[config.mk]
export PLATFORM = sky130hd
export DESIGN_NAME = ldas_front_flat
export DESIGN_NICKNAME = d
export VERILOG_FILES = /design/src/hw/rtl/ldas_pkg.sv /design/src/hw/rtl/ldas_req_if.sv /design/src/hw/rtl/ldas_front.sv /design/src/flat_wrapper.sv
export SDC_FILE = /design/constraint.sdc
export NUM_CORES = 1
export LEC_CHECK = 0
export ABC_AREA = 1
export CAP_MARGIN = 25
export CORE_UTILIZATION = 64
export CTS_CLUSTER_DIAMETER = 80
export DETAILED_ROUTE_END_ITERATION = 8
export DONT_BUFFER_PORTS = 1
export PLACE_DENSITY = 0.8
export SLEW_MARGIN = 20
export SYNTH_ARGS = -nofsm -noshare
export SYNTH_HDL_FRONTEND = slang
export SYNTH_SLANG_ARGS = --single-unit
[constraint.sdc]
create_clock -name clk -period 4.37 [get_ports clk]
set_input_delay 0.437 -clock clk [delete_from_list [all_inputs] [get_ports clk]]
set_output_delay 0.437 -clock clk [all_outputs]
set_load 0.02 [all_outputs]
[src/hw/rtl/ldas_pkg.sv]
// Shared constants, codes and types of the linear-plus-delta angle sampler.
package ldas_pkg;

  // Fixed-point format: signed Q2.30 for cosines, densities and probabilities.
  localparam int FracBits = 30;
  localparam logic signed [31:0] One = 32'sh4000_0000;

  // Default depth of the queue between the front and the back.
  localparam int QueueDepth = 2;

  // Width of the fraction handed to the root pipeline; it can reach 2^32.
  localparam int FracW = 33;
  // The radicand is the fraction shifted up by 2*FracBits-32 bits.
  localparam int RadShift = 2 * FracBits - 32;
  localparam int RootW = (FracW + RadShift + 1) / 2;
  localparam int RadW = 2 * RootW;
  localparam int RemW = RootW + 2;

  // The sample scale sqrt(2/a) stays below 2^46 for every nonzero intercept.
  localparam int ScaleW = 46;
  localparam int ScaleLoW = ScaleW / 2;

  typedef logic [1:0] op_t;
  localparam op_t OpDensity    = 2'd0;
  localparam op_t OpCumulative = 2'd1;
  localparam op_t OpSample     = 2'd2;
  localparam op_t OpUnused     = 2'd3;

  typedef enum logic [1:0] {
    DRV_IDLE,
    DRV_DIV,
    DRV_ROOT
  } drv_state_t;

  // Law coefficients derived from the mean cosine.
  typedef struct packed {
    logic signed [31:0] intercept;
    logic signed [31:0] slope;
    logic signed [31:0] delta;
    logic               plus_pole;
    logic [ScaleW-1:0]  scale;
    logic               scale_sat;
    logic               busy;
  } law_t;

  // One classified request as it waits in the queue.
  typedef struct packed {
    op_t                op;
    logic signed [31:0] x;
    logic [FracW-1:0]   frac;
    logic               pole_hit;
    logic               delta_hit;
  } item_t;

endpackage

[src/hw/rtl/ldas_req_if.sv]
// Request channel: opcode, evaluation cosine and uniform fraction.
interface ldas_req_if;
  logic               valid;
  logic               ready;
  logic [1:0]         opcode;
  logic signed [31:0] cosine_point;
  logic [31:0]        uniform_fraction;

  modport source (output valid, opcode, cosine_point, uniform_fraction, input ready);
  modport sink (input valid, opcode, cosine_point, uniform_fraction, output ready);
endinterface

[src/hw/rtl/ldas_front.sv]
// Front end: accepts requests, classifies them and queues them for the back end.
module ldas_front #(
  parameter int DEPTH = ldas_pkg::QueueDepth
) (
  input  logic            clk,
  input  logic            rst,
  ldas_req_if.sink        req,
  input  ldas_pkg::law_t  law,
  output ldas_pkg::item_t head,
  output logic            head_valid,
  input  logic            pop
);

  localparam int PtrW = $clog2(DEPTH);
  localparam int CntW = $clog2(DEPTH + 1);
  localparam logic signed [33:0] One34 = 34'(ldas_pkg::One);

  ldas_pkg::item_t slots [DEPTH];
  ldas_pkg::item_t item;
  logic [PtrW-1:0] wr_ptr, rd_ptr;
  logic [CntW-1:0] count;
  logic            push;
  logic signed [31:0] pole;
  logic signed [33:0] dx, thr_plus;
  logic [33:0]     u34;

  assign req.ready = (count != CntW'(DEPTH)) && !law.busy;
  assign push = req.valid && req.ready;

  always_comb begin
    pole = law.plus_pole ? ldas_pkg::One : -ldas_pkg::One;
    dx = {{2{law.delta[31]}}, law.delta};
    thr_plus = (One34 - dx) <<< 2;
    u34 = {2'b00, req.uniform_fraction};
    item.op = req.opcode;
    item.x = req.cosine_point;
    item.pole_hit = (req.cosine_point == pole);
    if (law.plus_pole) begin
      item.frac = {1'b0, req.uniform_fraction};
      item.delta_hit = u34 > thr_plus;
    end else begin
      item.frac = {1'b1, 32'd0} - {1'b0, req.uniform_fraction};
      item.delta_hit = !law.delta[31] && (u34 <= {law.delta[31:0], 2'b00});
    end
  end

  always_ff @(posedge clk) begin
    if (rst) begin
      wr_ptr <= '0;
      rd_ptr <= '0;
      count <= '0;
    end else begin
      if (push) begin
        wr_ptr <= (wr_ptr == PtrW'(DEPTH - 1)) ? '0 : wr_ptr + 1'b1;
      end
      if (pop) begin
        rd_ptr <= (rd_ptr == PtrW'(DEPTH - 1)) ? '0 : rd_ptr + 1'b1;
      end
      count <= count + CntW'(push) - CntW'(pop);
    end
  end

  always_ff @(posedge clk) begin
    if (push) begin
      slots[wr_ptr] <= item;
    end
  end

  assign head = slots[rd_ptr];
  assign head_valid = (count != '0);

  a_full_blocks: assert property (@(posedge clk) disable iff (rst)
    (count == CntW'(DEPTH)) |-> !req.ready)
    else $error("queue accepts a beat while full");

endmodule

[src/flat_wrapper.sv]
// flat-port wrapper written by rule: the top's interface ports become plain ports
module ldas_front_flat 
#(
  parameter int DEPTH = ldas_pkg::QueueDepth
)
  (clk, rst, law, head, head_valid, pop, req_valid, req_opcode, req_cosine_point, req_uniform_fraction, req_ready);
  ldas_req_if req_i ();
  input  logic clk;
  input  logic rst;
  input  ldas_pkg::law_t law;
  output ldas_pkg::item_t head;
  output logic head_valid;
  input  logic pop;
  input wire logic [$bits(req_i.valid)-1:0] req_valid;
  input wire logic [$bits(req_i.opcode)-1:0] req_opcode;
  input wire logic [$bits(req_i.cosine_point)-1:0] req_cosine_point;
  input wire logic [$bits(req_i.uniform_fraction)-1:0] req_uniform_fraction;
  output wire logic [$bits(req_i.ready)-1:0] req_ready;
  assign req_i.valid = req_valid;
  assign req_i.opcode = req_opcode;
  assign req_i.cosine_point = req_cosine_point;
  assign req_i.uniform_fraction = req_uniform_fraction;
  assign req_ready = req_i.ready;
  ldas_front #(.DEPTH(DEPTH)) u_core (.clk(clk), .rst(rst), .req(req_i), .law(law), .head(head), .head_valid(head_valid), .pop(pop));
endmodule
Yosys cells after proc, flatten, opt, wreduce, memory -nomap -nowiden
Memories as Yosys holds them, arrays and structs flattened. A register that Yosys moved wholly into a read port is not among the register bits. Cells that the tools add are included.

Equal/unequal tests: 2. $add $sub $neg: 6. Order comparisons: 2. Mux-type cells: 9. Reductions and logical operators: 6.

Operator list (count): greater-than comparator 32 x 34 -> 1 bit (1); less-or-equal comparator 32 x 34 -> 1 bit (1); two-way mux 33 bit (1); subtractor 33 x 32 -> 33 bit (first input constant) (1); equality test 32 bit (1); two-way mux 32 bit (1); subtractor 32 bit (first input constant) (1); two-way mux 1 bit (7); logical AND 1 bit (3); adder 1 bit (second input constant) (2); adder 2 x 1 -> 2 bit (1); zero test 1 bit (2); inequality test 2 bit (second input constant) (1); nonzero test 2 bit (1); subtractor 2 x 1 -> 2 bit (1).

Output and inout port bits: 71. Logic and storage cells: 29. Memories: 1. Input port bits: 215. Flip-flop bits (word level): 4. Memory bits (writable): 138.

Memories: u_core.slots (words 2, bits a word 69, read ports 1, clocked after memory_dff 1, wr ports 1, line ldas_front.sv:18) `ldas_pkg::item_t slots [DEPTH];`.

Depth between registers and ports, before layout
Depth in word-level cells: 5. Gate-level depth with buffers: 24. Depth with buffers taken out: 24.

Worst setup path after synthesis
Ideal clock, no wire load.

Path kind: input -> register. Start: in law[0] (netlist name). End: mem u_core.slots[1][0] (netlist name), enable pin. Setup slack: -0.081 ns. Arrival: 3.953 ns. Library setup time: 0.498 ns. Stages on the path: 3. Required time: 3.872 ns. Buffers on the path: 0. Path through: a21oi_1 nand2_1 nor2_1.

Cells in the longest elaborated chain, start to end: 5.

Ends and longest elaborated chain: start, declared (line flat_wrapper.sv:10) `input ldas_pkg::law_t law;`; zero test 1 bit (line ldas_front.sv:27) `assign req.ready = (count != CntW'(DEPTH)) && !law.busy;`; logical AND 1 bit (line ldas_front.sv:27); logical AND 1 bit (line ldas_front.sv:28) `assign push = req.valid && req.ready;`; two-way mux 1 bit (line ldas_front.sv:64) `if (push) begin`; two-way mux 1 bit (implied by the code) (line ldas_front.sv:65) `slots[wr_ptr] <= item;`; end, declared (line ldas_front.sv:18).

No other way between the ends.

==> results.toml <==
[status]
status = "finished clean"

[synthesis]
ys_types = 43
synthAdderAreaFrac_pct = 9.40
synth_edf_count = 138
postSynthAreaPerCell_um2 = 10.8
synthArstFlopShare_pct = 0
synthMuxAreaShare_pct = 9.27
yosysTopAreaCell = "edfxtp_1"
synth_fp_nets = 1053
yosysSeqAreaShare_pct = 50.6
synth_cells = 775
ys.flop_type = "edfxtp_1"
synth_top_family_by_area = "simple AND/OR/NAND/NOR gates"
ys_ff_latch = 143
synthXorXnorAreaFrac_pct = 5.54
yosys-top-cells-area = "edfxtp_1 (49%), ha_1 (9.4%), mux2_2 (9.3%)"
synth-compound-area-share_pct = 3.78
synth_warnings = 0
synth_top_area_share_pct = 49.4
syn-cell-area_mm2 = 0.00838
synth_simple_gate_area_share_pct = 17.2

[placed_design]
io_buffers = 0
routabilityCongestion = 0.905
post-dp-hpwl_mm = 13.6

[power_and_ir_drop]
pwr-share-seq_pct = 43.6
p_leak_nw = 3.64
power.share.switching_pct = 23.8
p_int_w = 0.00284
power_density_mw_per_mm2 = 401
pwr-share-comb_pct = 13.6
total_power_w = 0.00373
power.share.clock_pct = 42.9
vdd_ir_drop_max_v = 0.000356
p_switching_w = 0.000887

[finish]
layout_commonest_cell = "edfxtp_1"
area_delta_synth_final_pct = 10.8
n_antenna_cell = 0
nets = 1064
layout_common_cells = "edfxtp_1 (138), nand2_1 (124), nor2_1 (72)"
drive_gt1_share_pct = 18.5

[floorplan]
die_area_mm2 = 0.0136
die_y_um = 116
ioPinCount = 286
die_width_um = 116
core_area_mm2 = 0.0127
initial_utilization_pct = 66.2
fp-row-count = 41

[routing]
postRouteAntennaNets = 0
via_per_inst = 5.84
drc_errors = 0
wire_per_inst_um = 18.9
drt_iter0_drc = 429
vias = 5675
drt-total-wl_mm = 18.3
drt_first_pass_iters = 5

[grt]
grt_util_all_layers_pct = 27.2
antenna_found_initial = 0
overflow = 0
grt_max_degree = 48
grt_pass1_vias = 5585
grt_pass1_wl_mm = 27.6

[timing]
fin_skew_ns = 0.00851
maxSlewHeadroom_pct = 46.0
tns_ns = 0
finalSetupViolCount = 0
drv_slew = 0
rsz0062_at_grt = "false"
worstMarginPinSlew_ns = 0.808
min_period_over_period_pct = 64.3
min_period_ns = 2.81
finalHoldViolations = 0
fmax_ghz = 0.356

[worst_setup_path]
cp-start-kind = "primary input"
critical_path_arrival_ns = 2.95
path_class = "in2reg"
crit_path_max_fanout = 4
crit_required_ns = 4.51
end_kind = "flop"

[clocking]
post_cts.repair.setup_buffers = 0
cts_resized = 0
cts_hold_buf = 0
cts_buffer_depth = 2
numCtsBuffers = 17
cts_tree = "built"
clk_pin_slew_ns = 0.06
cts_max_level = 4
root_buffer = "clkbuf_16"
cts_num_sinks = 143
insertion_delay_ns = 0.41

[worst_hold_path]
hold_class = "in2reg"

[run]
maxCapViolations = 0
[layer usage]
metal  wire [um]  vias up  track usage, %
met5           0        -               0
met4         392        0            10.9
met3        1680       28            8.67
met2        8980      252            46.7
met1        7250     2663            31.7
li1            -     2732               -
[critical path, cell delays in order]
cell and delay [ns]:
inv_2 0.07, ha_1 0.20, nand3_2 0.14, nor2_1 0.11
nand2_1 0.10, inv_2 0.09, nand2_4 0.07, nor4_4 0.23
nand3_1 0.16, xor2_1 0.17, ha_1 0.27, nand2_1 0.04
inv_1 0.16, nand3_1 0.11, nor2_1 0.15, nand4_1 0.15
nand3_1 0.12, nor2_1 0.05, nand2_1 0.05, nand2_1 0.09
[synthesized netlist by cell type (all sizes together), types with 3 or more instances]
cell	count
edfxtp	138
nand2	128
nor2	87
inv	80
mux2	69
ha	63
xor2	45
nand3	34
a21oi	29
o21ai	21
nor4	14
nand4	12
nor3	12
buf	8
xnor2	8
dfxtp	5
and2	3
clkbuf	3
o31ai	3
[power groups by stage]
stage | clock network (W) | registers [W] | logic, W
6_report | 0.00160 | 0.00162 | 0.000505
5_1_grt | 0.00167 | 0.00163 | 0.000558
4_1_cts | 0.00161 | 0.00162 | 0.000507
3_5_place_dp | 0 | 0.00165 | 0.000501
3_3_place_gp | 0 | 0.00164 | 0.000483
2_1_floorplan | 0 | 0.00163 | 0.000424
[through the flow]
stage | setup slack (ns) | cells | area, um2 | util [%] | hold slack (ns)
2_1_floorplan | 1.06 | 775 | 8390 | - | 0.480
3_3_place_gp | 1.14 | 939 | 8620 | 68.0 | 0.494
3_5_place_dp | 1.13 | 939 | 8620 | 68.0 | 0.505
4_1_cts | 1.50 | 971 | 9290 | 73.3 | 0.0665
5_1_grt | 1.37 | 971 | 9290 | 73.3 | 0.0735
6_report | 1.56 | 971 | 9290 | 73.3 | 0.0877
[logic make-up (layout without fill, tap and decap cells)]
family | after synthesis | count (layout)
flops | 143 | 143
simple gates | 296 | 296
buf+inv | 92 | 116
compound gates | 59 | 59
mux | 69 | 69
xor+xnor | 53 | 53
fa+ha+maj | 63 | 63
[area by class of cell]
class	count	area [um2]
clock buffer	18	429
clock inverter	14	240
fill	853	3380
inverter	81	304
multi-input combinational	540	3800
sequential	143	4250
tap	172	215
timing repair buffer	3	47.5
[state kept, by name, summed over array words and instances, names as in the netlist, named ones only]
signal / count
u_core.slots: 138
u_core.rd_ptr: 1
u_core.count: 2
u_core.wr_ptr: 1
[worst paths after layout]
check | startpoint | end | slack (ns) | cells past startpoint
setup / recovery | law[50] | u_core.slots[1][0] | 1.56 | 20
hold / removal | rst | flop | 0.09 | 1
setup reg to reg | u_core.count[0] | u_core.slots[1][28] | 1.83 | 5
hold reg to reg | u_core.rd_ptr | flop | 0.58 | 2
(Power assumes the default switching activity.)
