--- config.mk ---
export PLATFORM = sky130hd
export DESIGN_NAME = ldas_derive
export DESIGN_NICKNAME = d
export VERILOG_FILES = /design/src/hw/rtl/ldas_pkg.sv /design/src/hw/rtl/ldas_derive.sv
export SDC_FILE = /design/constraint.sdc
export NUM_CORES = 1
export LEC_CHECK = 0
export BUFFER_PORTS_ARGS = -buffer_cell sky130_fd_sc_hd__buf_4
export CAP_MARGIN = 10
export CORE_ASPECT_RATIO = 0.8
export CORE_MARGIN = 2
export CORE_UTILIZATION = 60
export CTS_CLUSTER_DIAMETER = 200
export DETAILED_ROUTE_END_ITERATION = 7
export PLACE_DENSITY = 0.82
export SYNTH_ARGS = -nofsm -noshare
export SYNTH_HDL_FRONTEND = slang
export SYNTH_SLANG_ARGS = --single-unit
--- constraint.sdc ---
create_clock -name clk -period 11.96 [get_ports clk]
set_input_delay 1.196 -clock clk [delete_from_list [all_inputs] [get_ports clk]]
set_output_delay 1.196 -clock clk [all_outputs]
set_load 0.05 [all_outputs]
--- src/hw/rtl/ldas_pkg.sv ---
// Shared constants, codes and types of the linear-plus-delta angle sampler.
package ldas_pkg;

  // Fixed-point format: signed Q2.30 for cosines, densities and probabilities.
  localparam int FracBits = 30;
  localparam logic signed [31:0] One = 32'sh4000_0000;

  // Default depth of the queue between the front and the back.
  localparam int QueueDepth = 2;

  // Width of the fraction handed to the root pipeline; it can reach 2^32.
  localparam int FracW = 33;
  // The radicand is the fraction shifted up by 2*FracBits-32 bits.
  localparam int RadShift = 2 * FracBits - 32;
  localparam int RootW = (FracW + RadShift + 1) / 2;
  localparam int RadW = 2 * RootW;
  localparam int RemW = RootW + 2;

  // The sample scale sqrt(2/a) stays below 2^46 for every nonzero intercept.
  localparam int ScaleW = 46;
  localparam int ScaleLoW = ScaleW / 2;

  typedef logic [1:0] op_t;
  localparam op_t OpDensity    = 2'd0;
  localparam op_t OpCumulative = 2'd1;
  localparam op_t OpSample     = 2'd2;
  localparam op_t OpUnused     = 2'd3;

  typedef enum logic [1:0] {
    DRV_IDLE,
    DRV_DIV,
    DRV_ROOT
  } drv_state_t;

  // Law coefficients derived from the mean cosine.
  typedef struct packed {
    logic signed [31:0] intercept;
    logic signed [31:0] slope;
    logic signed [31:0] delta;
    logic               plus_pole;
    logic [ScaleW-1:0]  scale;
    logic               scale_sat;
    logic               busy;
  } law_t;

  // One classified request as it waits in the queue.
  typedef struct packed {
    op_t                op;
    logic signed [31:0] x;
    logic [FracW-1:0]   frac;
    logic               pole_hit;
    logic               delta_hit;
  } item_t;

endpackage

--- src/hw/rtl/ldas_derive.sv ---
// Derivation of the law coefficients and the sample scale from the mean cosine.
module ldas_derive (
  input  logic               clk,
  input  logic               rst,
  input  logic               cfg_we,
  input  logic signed [31:0] cfg_data,
  output ldas_pkg::law_t     law
);

  localparam int DivSteps = 3 * ldas_pkg::FracBits + 2;
  localparam int QuoW = DivSteps;
  localparam int SqRemW = ldas_pkg::ScaleW + 2;
  localparam int CntW = $clog2(DivSteps);
  localparam logic signed [33:0] One34 = 34'(ldas_pkg::One);
  localparam logic signed [33:0] ResetA34 = (34'sd3 * One34) >>> 2;
  localparam logic signed [31:0] ResetIntercept = ResetA34[31:0];
  localparam logic signed [31:0] ResetDelta = -(ldas_pkg::One >>> 1);

  ldas_pkg::drv_state_t state, state_next;
  logic [CntW-1:0]       cnt;
  logic signed [31:0]    intercept, slope, delta;
  logic                  plus_pole, scale_sat;
  logic [30:0]           div_rem;
  logic [QuoW-1:0]       quo;
  logic [SqRemW-1:0]     sq_rem;
  logic [ldas_pkg::ScaleW-1:0] root;

  // Coefficients of a newly written mean cosine.
  logic signed [31:0] m_c;
  logic signed [33:0] mx, t3, a34, u34, d34;
  logic signed [31:0] a_n, s_n, d_n;
  logic               plus_n;

  always_comb begin
    if (cfg_data > ldas_pkg::One) begin
      m_c = ldas_pkg::One;
    end else if (cfg_data < -ldas_pkg::One) begin
      m_c = -ldas_pkg::One;
    end else begin
      m_c = cfg_data;
    end
    mx = {{2{m_c[31]}}, m_c};
    u34 = 34'sd3 * mx - One34;
    if (!m_c[31]) begin
      plus_n = 1'b1;
      t3 = 34'sd3 * (One34 - mx);
      a34 = t3 >>> 2;
      d34 = u34[33] ? -((-u34) >>> 1) : (u34 >>> 1);
      a_n = a34[31:0];
      s_n = a34[31:0];
    end else begin
      plus_n = 1'b0;
      t3 = 34'sd3 * (One34 + mx);
      a34 = t3 >>> 2;
      d34 = One34 - (a34 <<< 1);
      a_n = a34[31:0];
      s_n = -a34[31:0];
    end
    d_n = d34[31:0];
  end

  // Restoring divide step for 2^91 / a and a two-bit step of the square root.
  logic [31:0]       div_sh;
  logic              div_ge;
  logic [SqRemW+1:0] sq_sh, sq_trial;
  logic              sq_ge;

  always_comb begin
    div_sh = {div_rem, (cnt == CntW'(DivSteps - 1))};
    div_ge = div_sh >= 32'(intercept);
    sq_sh = {sq_rem, quo[QuoW-1 -: 2]};
    sq_trial = {2'b00, root, 2'b01};
    sq_ge = sq_sh >= sq_trial;
  end

  always_comb begin
    state_next = state;
    unique case (state)
      ldas_pkg::DRV_IDLE: begin
        if (cfg_we && a_n != 32'sd0) begin
          state_next = ldas_pkg::DRV_DIV;
        end
      end
      ldas_pkg::DRV_DIV: begin
        if (cfg_we) begin
          state_next = (a_n != 32'sd0) ? ldas_pkg::DRV_DIV : ldas_pkg::DRV_IDLE;
        end else if (cnt == '0) begin
          state_next = ldas_pkg::DRV_ROOT;
        end
      end
      ldas_pkg::DRV_ROOT: begin
        if (cfg_we) begin
          state_next = (a_n != 32'sd0) ? ldas_pkg::DRV_DIV : ldas_pkg::DRV_IDLE;
        end else if (cnt == '0) begin
          state_next = ldas_pkg::DRV_IDLE;
        end
      end
      default: state_next = ldas_pkg::DRV_IDLE;
    endcase
  end

  always_comb begin
    law.intercept = intercept;
    law.slope = slope;
    law.delta = delta;
    law.plus_pole = plus_pole;
    law.scale = root;
    law.scale_sat = scale_sat;
    law.busy = (state != ldas_pkg::DRV_IDLE);
  end

  always_ff @(posedge clk) begin
    if (rst) begin
      state <= ldas_pkg::DRV_DIV;
      cnt <= CntW'(DivSteps - 1);
      intercept <= ResetIntercept;
      slope <= ResetIntercept;
      delta <= ResetDelta;
      plus_pole <= 1'b1;
      scale_sat <= 1'b0;
      div_rem <= '0;
    end else begin
      state <= state_next;
      if (cfg_we) begin
        intercept <= a_n;
        slope <= s_n;
        delta <= d_n;
        plus_pole <= plus_n;
        scale_sat <= (a_n == 32'sd0);
        cnt <= CntW'(DivSteps - 1);
        div_rem <= '0;
      end else if (state == ldas_pkg::DRV_DIV) begin
        div_rem <= div_ge ? 31'(div_sh - 32'(intercept)) : div_sh[30:0];
        cnt <= (cnt == '0) ? CntW'(ldas_pkg::ScaleW - 1) : cnt - 1'b1;
      end else if (state == ldas_pkg::DRV_ROOT) begin
        cnt <= cnt - 1'b1;
      end
    end
  end

  always_ff @(posedge clk) begin
    if (state == ldas_pkg::DRV_DIV) begin
      quo <= {quo[QuoW-2:0], div_ge};
      sq_rem <= '0;
      root <= '0;
    end else if (state == ldas_pkg::DRV_ROOT) begin
      quo <= {quo[QuoW-3:0], 2'b00};
      sq_rem <= sq_ge ? SqRemW'(sq_sh - sq_trial) : sq_sh[SqRemW-1:0];
      root <= {root[ldas_pkg::ScaleW-2:0], sq_ge};
    end
  end

  a_sat_zero: assert property (@(posedge clk) disable iff (rst)
    !law.busy |-> (law.scale_sat == (law.intercept == 32'sd0)))
    else $error("scale saturation disagrees with the intercept");

  a_slope_sign: assert property (@(posedge clk) disable iff (rst)
    !law.busy |-> (law.plus_pole ? (law.slope == law.intercept)
                                 : (law.slope == -law.intercept)))
    else $error("slope does not match the pole side");

endmodule

* Yosys cells after proc, flatten, opt, wreduce, memory -nomap -nowiden
Cells that the tools add are included.
** Storage, ports and cells
- Logic and storage cells :: 64
- Register bits :: 324
- Input port bits :: 35
- Output and inout bits :: 145
** Operators by class
- Magnitude comparators :: 4
- Reduce and logical (&&, ||, !) cells :: 9
- Muxes and demuxes :: 21
- Equal/unequal tests :: 6
- Add/subtract/negate cells :: 10
- Multiply operators :: 3
** Operator list (count)
- $mux W32 :: 6
- $mux W92 :: 2
- $mul A3 B33 Y34 const A :: 2
- $neg A32 Y32 :: 2
- $ge A50 B48 Y1 :: 1
- $mux W48 :: 1
- $sub A48 B48 Y48 :: 1
- $mul A3 B32 Y34 const A :: 1
- $sub A34 B32 Y34 const B :: 1
- $add A32 B32 Y33 const A :: 1
- $neg A33 Y33 :: 1
- $sub A32 B32 Y33 const A :: 1
- $ge A32 B32 Y1 :: 1
- $gt A32 B32 Y1 const B :: 1
- $logic_not A32 Y1 :: 1
- $lt A32 B31 Y1 const B :: 1
- $reduce_bool A32 Y1 :: 1
- $sub A32 B32 Y32 const A :: 1
- $mux W31 :: 1
- $sub A31 B31 Y31 :: 1
- $mux W7 :: 3
- $mux W2 :: 5
- $eq A7 B7 Y1 const B :: 1
- $logic_not A7 Y1 :: 1
- other kinds (12) :: 15

* Logic depth before layout (Yosys ltp)
- Depth in word-level cells :: 10
- Mapped depth :: 32
- Mapped depth without buffers :: 29

* Worst setup path before layout
Ideal clock, no wire load.
- Kind :: input-to-reg
- Start point :: input cfg_data[17]
- End point :: register delta[26]
- Stages on the path :: 27
- Library setup time :: 0.079 ns
- Path buffers :: 4
- Path slack :: 3.902 ns
- Arrival :: 7.979 ns
- Data required time :: 11.881 ns
- Cells stage by stage :: or4_1 nor3_1 nand3_1 nor3_1 o21a_1 clkbuf_1 buf_1 nand2_1 ha_1 ha_1 ha_1 fa_1 a21o_1 a221oi_4 o211ai_4 a41oi_2 xnor2_1 or4b_1 buf_2 or4b_1 buf_2 mux2i_1 o21bai_2 or4b_1 o41a_1 or4b_1 o211ai_1
** On the way
- Longest elaborated chain between the ends :: 9
** RTL lines
- from (decl) :: RTL line ldas_derive.sv:6 : input logic signed [31:0] cfg_data,
- $lt A32 B31 Y1 :: RTL line ldas_derive.sv:37 : end else if (cfg_data < -ldas_pkg::One) begin
- $mux W32 :: RTL line ldas_derive.sv:37
- $mux W32 * :: RTL line ldas_derive.sv:35 : if (cfg_data > ldas_pkg::One) begin
- $mul A3 B32 Y34 :: RTL line ldas_derive.sv:43 : u34 = 34'sd3 * mx - One34;
- $sub A34 B32 Y34 :: RTL line ldas_derive.sv:43
- $neg A33 Y33 :: RTL line ldas_derive.sv:48 : d34 = u34[33] ? -((-u34) >>> 1) : (u34 >>> 1);
- $neg A32 Y32 :: RTL line ldas_derive.sv:48
- $mux W32 :: RTL line ldas_derive.sv:48
- $mux W32 * :: RTL line ldas_derive.sv:44 : if (!m_c[31]) begin
- to (signal assigned) :: RTL line ldas_derive.sv:118 : delta <= ResetDelta;
- to (signal assigned) :: RTL line ldas_derive.sv:127 : delta <= d_n;
- to (decl) :: RTL line ldas_derive.sv:21 : logic signed [31:0] intercept, slope, delta;
Every way passes the cells marked *; elsewhere a longest branch is shown, timed or not.
A chain may end at the register's enable or synchronous reset.

* Worst setup path in the final report
Same ends and word-level chain as after synthesis.

==> metrics.md <==
| Metric | Value |
|---|---|
| Status | `finished, final reports clean` |
| Setup WS post-layout | `2.634 ns` |
| Syn avg cell area | `8.303 µm²` |
| MaxCap Viol Count | `0` |
| Die Width | `244.7 µm` |
| Hold/Removal Path Class | `reg -> reg` |
| TritonCTS Buffers | `34` |
| Yosys reg bits | `323` |
| Post-Place Setup Slack | `2.353 ns` |
| Initial Util | `60.82%` |
| Area leader, netlist | `dfxtp_1` |
| DP Wirelength | `64260 µm` |
| GP Congestion | `0.9746` |
| Slowest CP cell | `nor4b_1` |
| FF/Latch Area | `7387 µm²` |
| FMAX | `107.2 MHz` |
| CP Class | `in -> reg` |
| Fillers | `3831` |
| Critical Path RT | `12.42 ns` |
| Antenna Cells | `0` |
| Startpoint class of the critical path | `primary input` |
| Global route overflow | `0` |
| Drt pass-1 iters | `6` |
| # DRC | `0` |
| Ys Warns | `0` |
| Minimum clock period after layout | `9.326 ns` |
| Total number of vias | `25.97k` |
| Crit-path max cell delay | `0.91 ns` |
| Syn Inst Count | `3349` |
| Max VDD drop | `132.2 µV` |
| Antenna violations before repair | `0` |
| 1st-iter DRT viols | `2548` |
| Post-DRT Antenna Nets | `0` |
| Critical path buffer and inverter count | `1` |
| Post-CTS Setup Inserts | `0` |
| Netlist cell types | `90` |
| Final setup vio count | `0` |
| Pwr dens | `158.8 nW/µm²` |
| Die height | `196.5 µm` |
| Root Buffer | `clkbuf_16` |
| Hold-fix buffers, CTS | `0` |
| CP max FO | `29` |
| Unrepaired setup endpoints after global routing | `no` |
| Worst-skew pair later-pin latency | `0.54 ns` |
| CTS tree | `built` |
| Post-layout nets | `3771` |
| IO Count | `180` |
| Headroom to the max-slew limit | `15.10%` |
| Post-Route WL | `83620 µm` |
| Seq/Total Area, Yosys | `26.57%` |
| Worst-margin pin slew | `1.269 ns` |
| Leakage | `12.99 nW` |
| Most common cell after layout, fill and taps aside | `nor2_1` |
| Critical Path End Type | `flip-flop` |
| CTS Sinks | `323` |
| Top delay family on crit path | `simple AND/OR/NAND/NOR gates` |
| Final clock period utilization by the worst path | `77.98%` |
| Cell Count, Final, Fillers Out | `4069` |
| Final hold vios | `0` |
| Ys async rst share | `0%` |
| Routed vias/inst | `6.383` |
| Setup_tns | `0 ns` |
| Crit path DAT | `9.79 ns` |
| Cells along the critical path | `buf_4, or4_1, nor3_1, nand3_1, nor3_1, o21a_1, nand2_1, ha_1, ha_1, ha_1, fa_1, a21o_1, a21oi_1, xnor2_1, nor4_1, nor4b_1, nand3_1, nor3_1, xnor2_1, o211ai_1, or4b_1, o41a_1, or4b_1, o211ai_1` |
| Pin count of the biggest net entering global routing | `99` |
| Overall Global Routing Usage | `33.77%` |
| Worst Skew | `0.01773 ns` |
| Clock transition at path regs | `0.06 ns` |
| Worst hold stages | `1` |
| I/O Buffers | `179` |
| Synth top area share | `16.63%` |
| Top_reg_cell synth | `dfxtp_1` |
| Final Max Slew Viols | `0` |
| Highest-count cells in the layout ignoring fill and taps | `343 x nor2_1, 271 x ha_1, 265 x nand2_1` |
| Die area | `48090 µm²` |
| Multi-input gate area | `19190 µm²` |
| Worst hold slack | `0.4873 ns` |
| Area contributors post-synth | `dfxtp_1 17%, ha_1 12%, edfxtp_1 9.9%` |
| First-pass GRT wire length | `131200 µm` |
| Instance count on the critical path | `24` |
| Reg2reg setup slack | `6.27 ns` |
| CTS H-tree depth | `2` |
| Area Overhead vs Synth | `10.56%` |
| Core Footprint | `45720 µm²` |
| Vias in the first global route | `24.23k` |
| Post-synthesis cell area | `27810 µm²` |
| Final Core Density | `67.24%` |
| Cts repair resizes | `0` |
| Cells on worst reg2reg path | `18` |
| Cells after DPL | `4007` |
| Max Buffers Root-to-Sink | `3` |
| Mapped Nets | `3689` |
| WL/cell | `20.55 µm` |
| Rows | `70` |
| Number of synthesized flops with an enable pin | `92` |
| Layout cells sized above 1 | `11.54%` |
## stage by stage
step | area [µm²] | total power, W
6_report | 30740 | 0.004882
5_1_grt | 30740 | 0.005137
4_1_cts | 30740 | 0.004846
3_5_place_dp | 29530 | 0.003673
3_3_place_gp | 29530 | 0.003598
2_1_floorplan | 27810 | 0.003119
## metal layers
metal  GRT usage, %  up-vias  routed length, µm
met4          12.08        0               3050
met2          49.70     1102              34740
met5              0        -                  0
met3          6.264      157               7707
met1          49.22    12388              38120
li1               -    12324                  -
## final timing paths
path,to,startpoint
min reg2reg,slope[30],slope[30]
max,delta[26],cfg_data[17]
min,slope[30],slope[30]
max reg2reg,div_rem[10],cnt[0]
## cell usage after synthesis (all sizes together) (17+ instances only)
master	instances
a211oi	58
a21o	91
a21oi	221
a31oi	41
and2	21
and3	28
buf	37
clkbuf	114
dfxtp	231
edfxtp	92
fa	31
ha	274
inv	188
mux2	96
mux2i	105
nand2	265
nand2b	24
nand3	74
nand4	30
nor2	344
nor2b	45
nor3	85
nor3b	17
nor4	28
o211ai	50
o21a	31
o21ai	195
o21bai	23
or3	31
xnor2	137
xor2	77
## area by class of cell
| class | instances | share of cell area [%] |
|---|---|---|
| multi-input cells | 2687 | 62.43 |
| flip-flops and latches | 323 | 24.03 |
| repair buffers | 197 | 4.811 |
| clock buffers | 41 | 3.016 |
| well taps | 612 | 2.491 |
| inverters | 188 | 2.295 |
| clock inverters | 21 | 0.9320 |
## where the power goes
| group | leakage, nW | total [W] | internal [W] | switching, W |
|---|---|---|---|---|
| Clock | 0.590 | 0.00117 | 0.000690 | 0.000480 |
| Sequential | 2.83 | 0.00154 | 0.00140 | 0.000135 |
| Combinational | 9.57 | 0.00217 | 0.000833 | 0.00134 |
| Total | 13.0 | 0.00488 | 0.00293 | 0.00195 |
## state kept, by name (all words and copies together), names as in the netlist
signal and count:
div_rem 31, sq_rem 48, state 2, delta 32
scale_sat 1, plus_pole 1, slope 31, intercept 32
quo 92, root 46, cnt 7
## logic make-up (layout without fill, tap and decap cells)
kind of cell / count (synthesis) / after routing / synth area share (%)
AO/OA/AOI/OAI: 908 / 908 / 21.62
XOR/XNOR: 214 / 214 / 6.741
adder cells (fa/ha/maj): 305 / 305 / 14.56
buffers and inverters: 339 / 447 / 4.639
flip-flops: 323 / 323 / 26.57
multiplexers: 201 / 201 / 7.668
AND/OR/NAND/NOR: 1059 / 1059 / 18.21
## worst register-to-register path, cell delays in order, from the launching register on
cell and delay [ns]:
dfxtp_1 0.41, ha_1 0.18, nand4_1 0.09, or3_1 0.39
ha_1 0.25, fa_1 0.42, nor2b_1 0.12, o21ai_0 0.11
a21boi_0 0.27, o21ai_0 0.18, a21oi_1 0.28, o21a_1 0.17
o31ai_1 0.12, a31oi_1 0.44, o211ai_1 0.24, a31oi_1 0.67
or2_2 0.78, mux2i_1 0.35, a21oi_1 0.10
(Power assumes the default switching activity.)
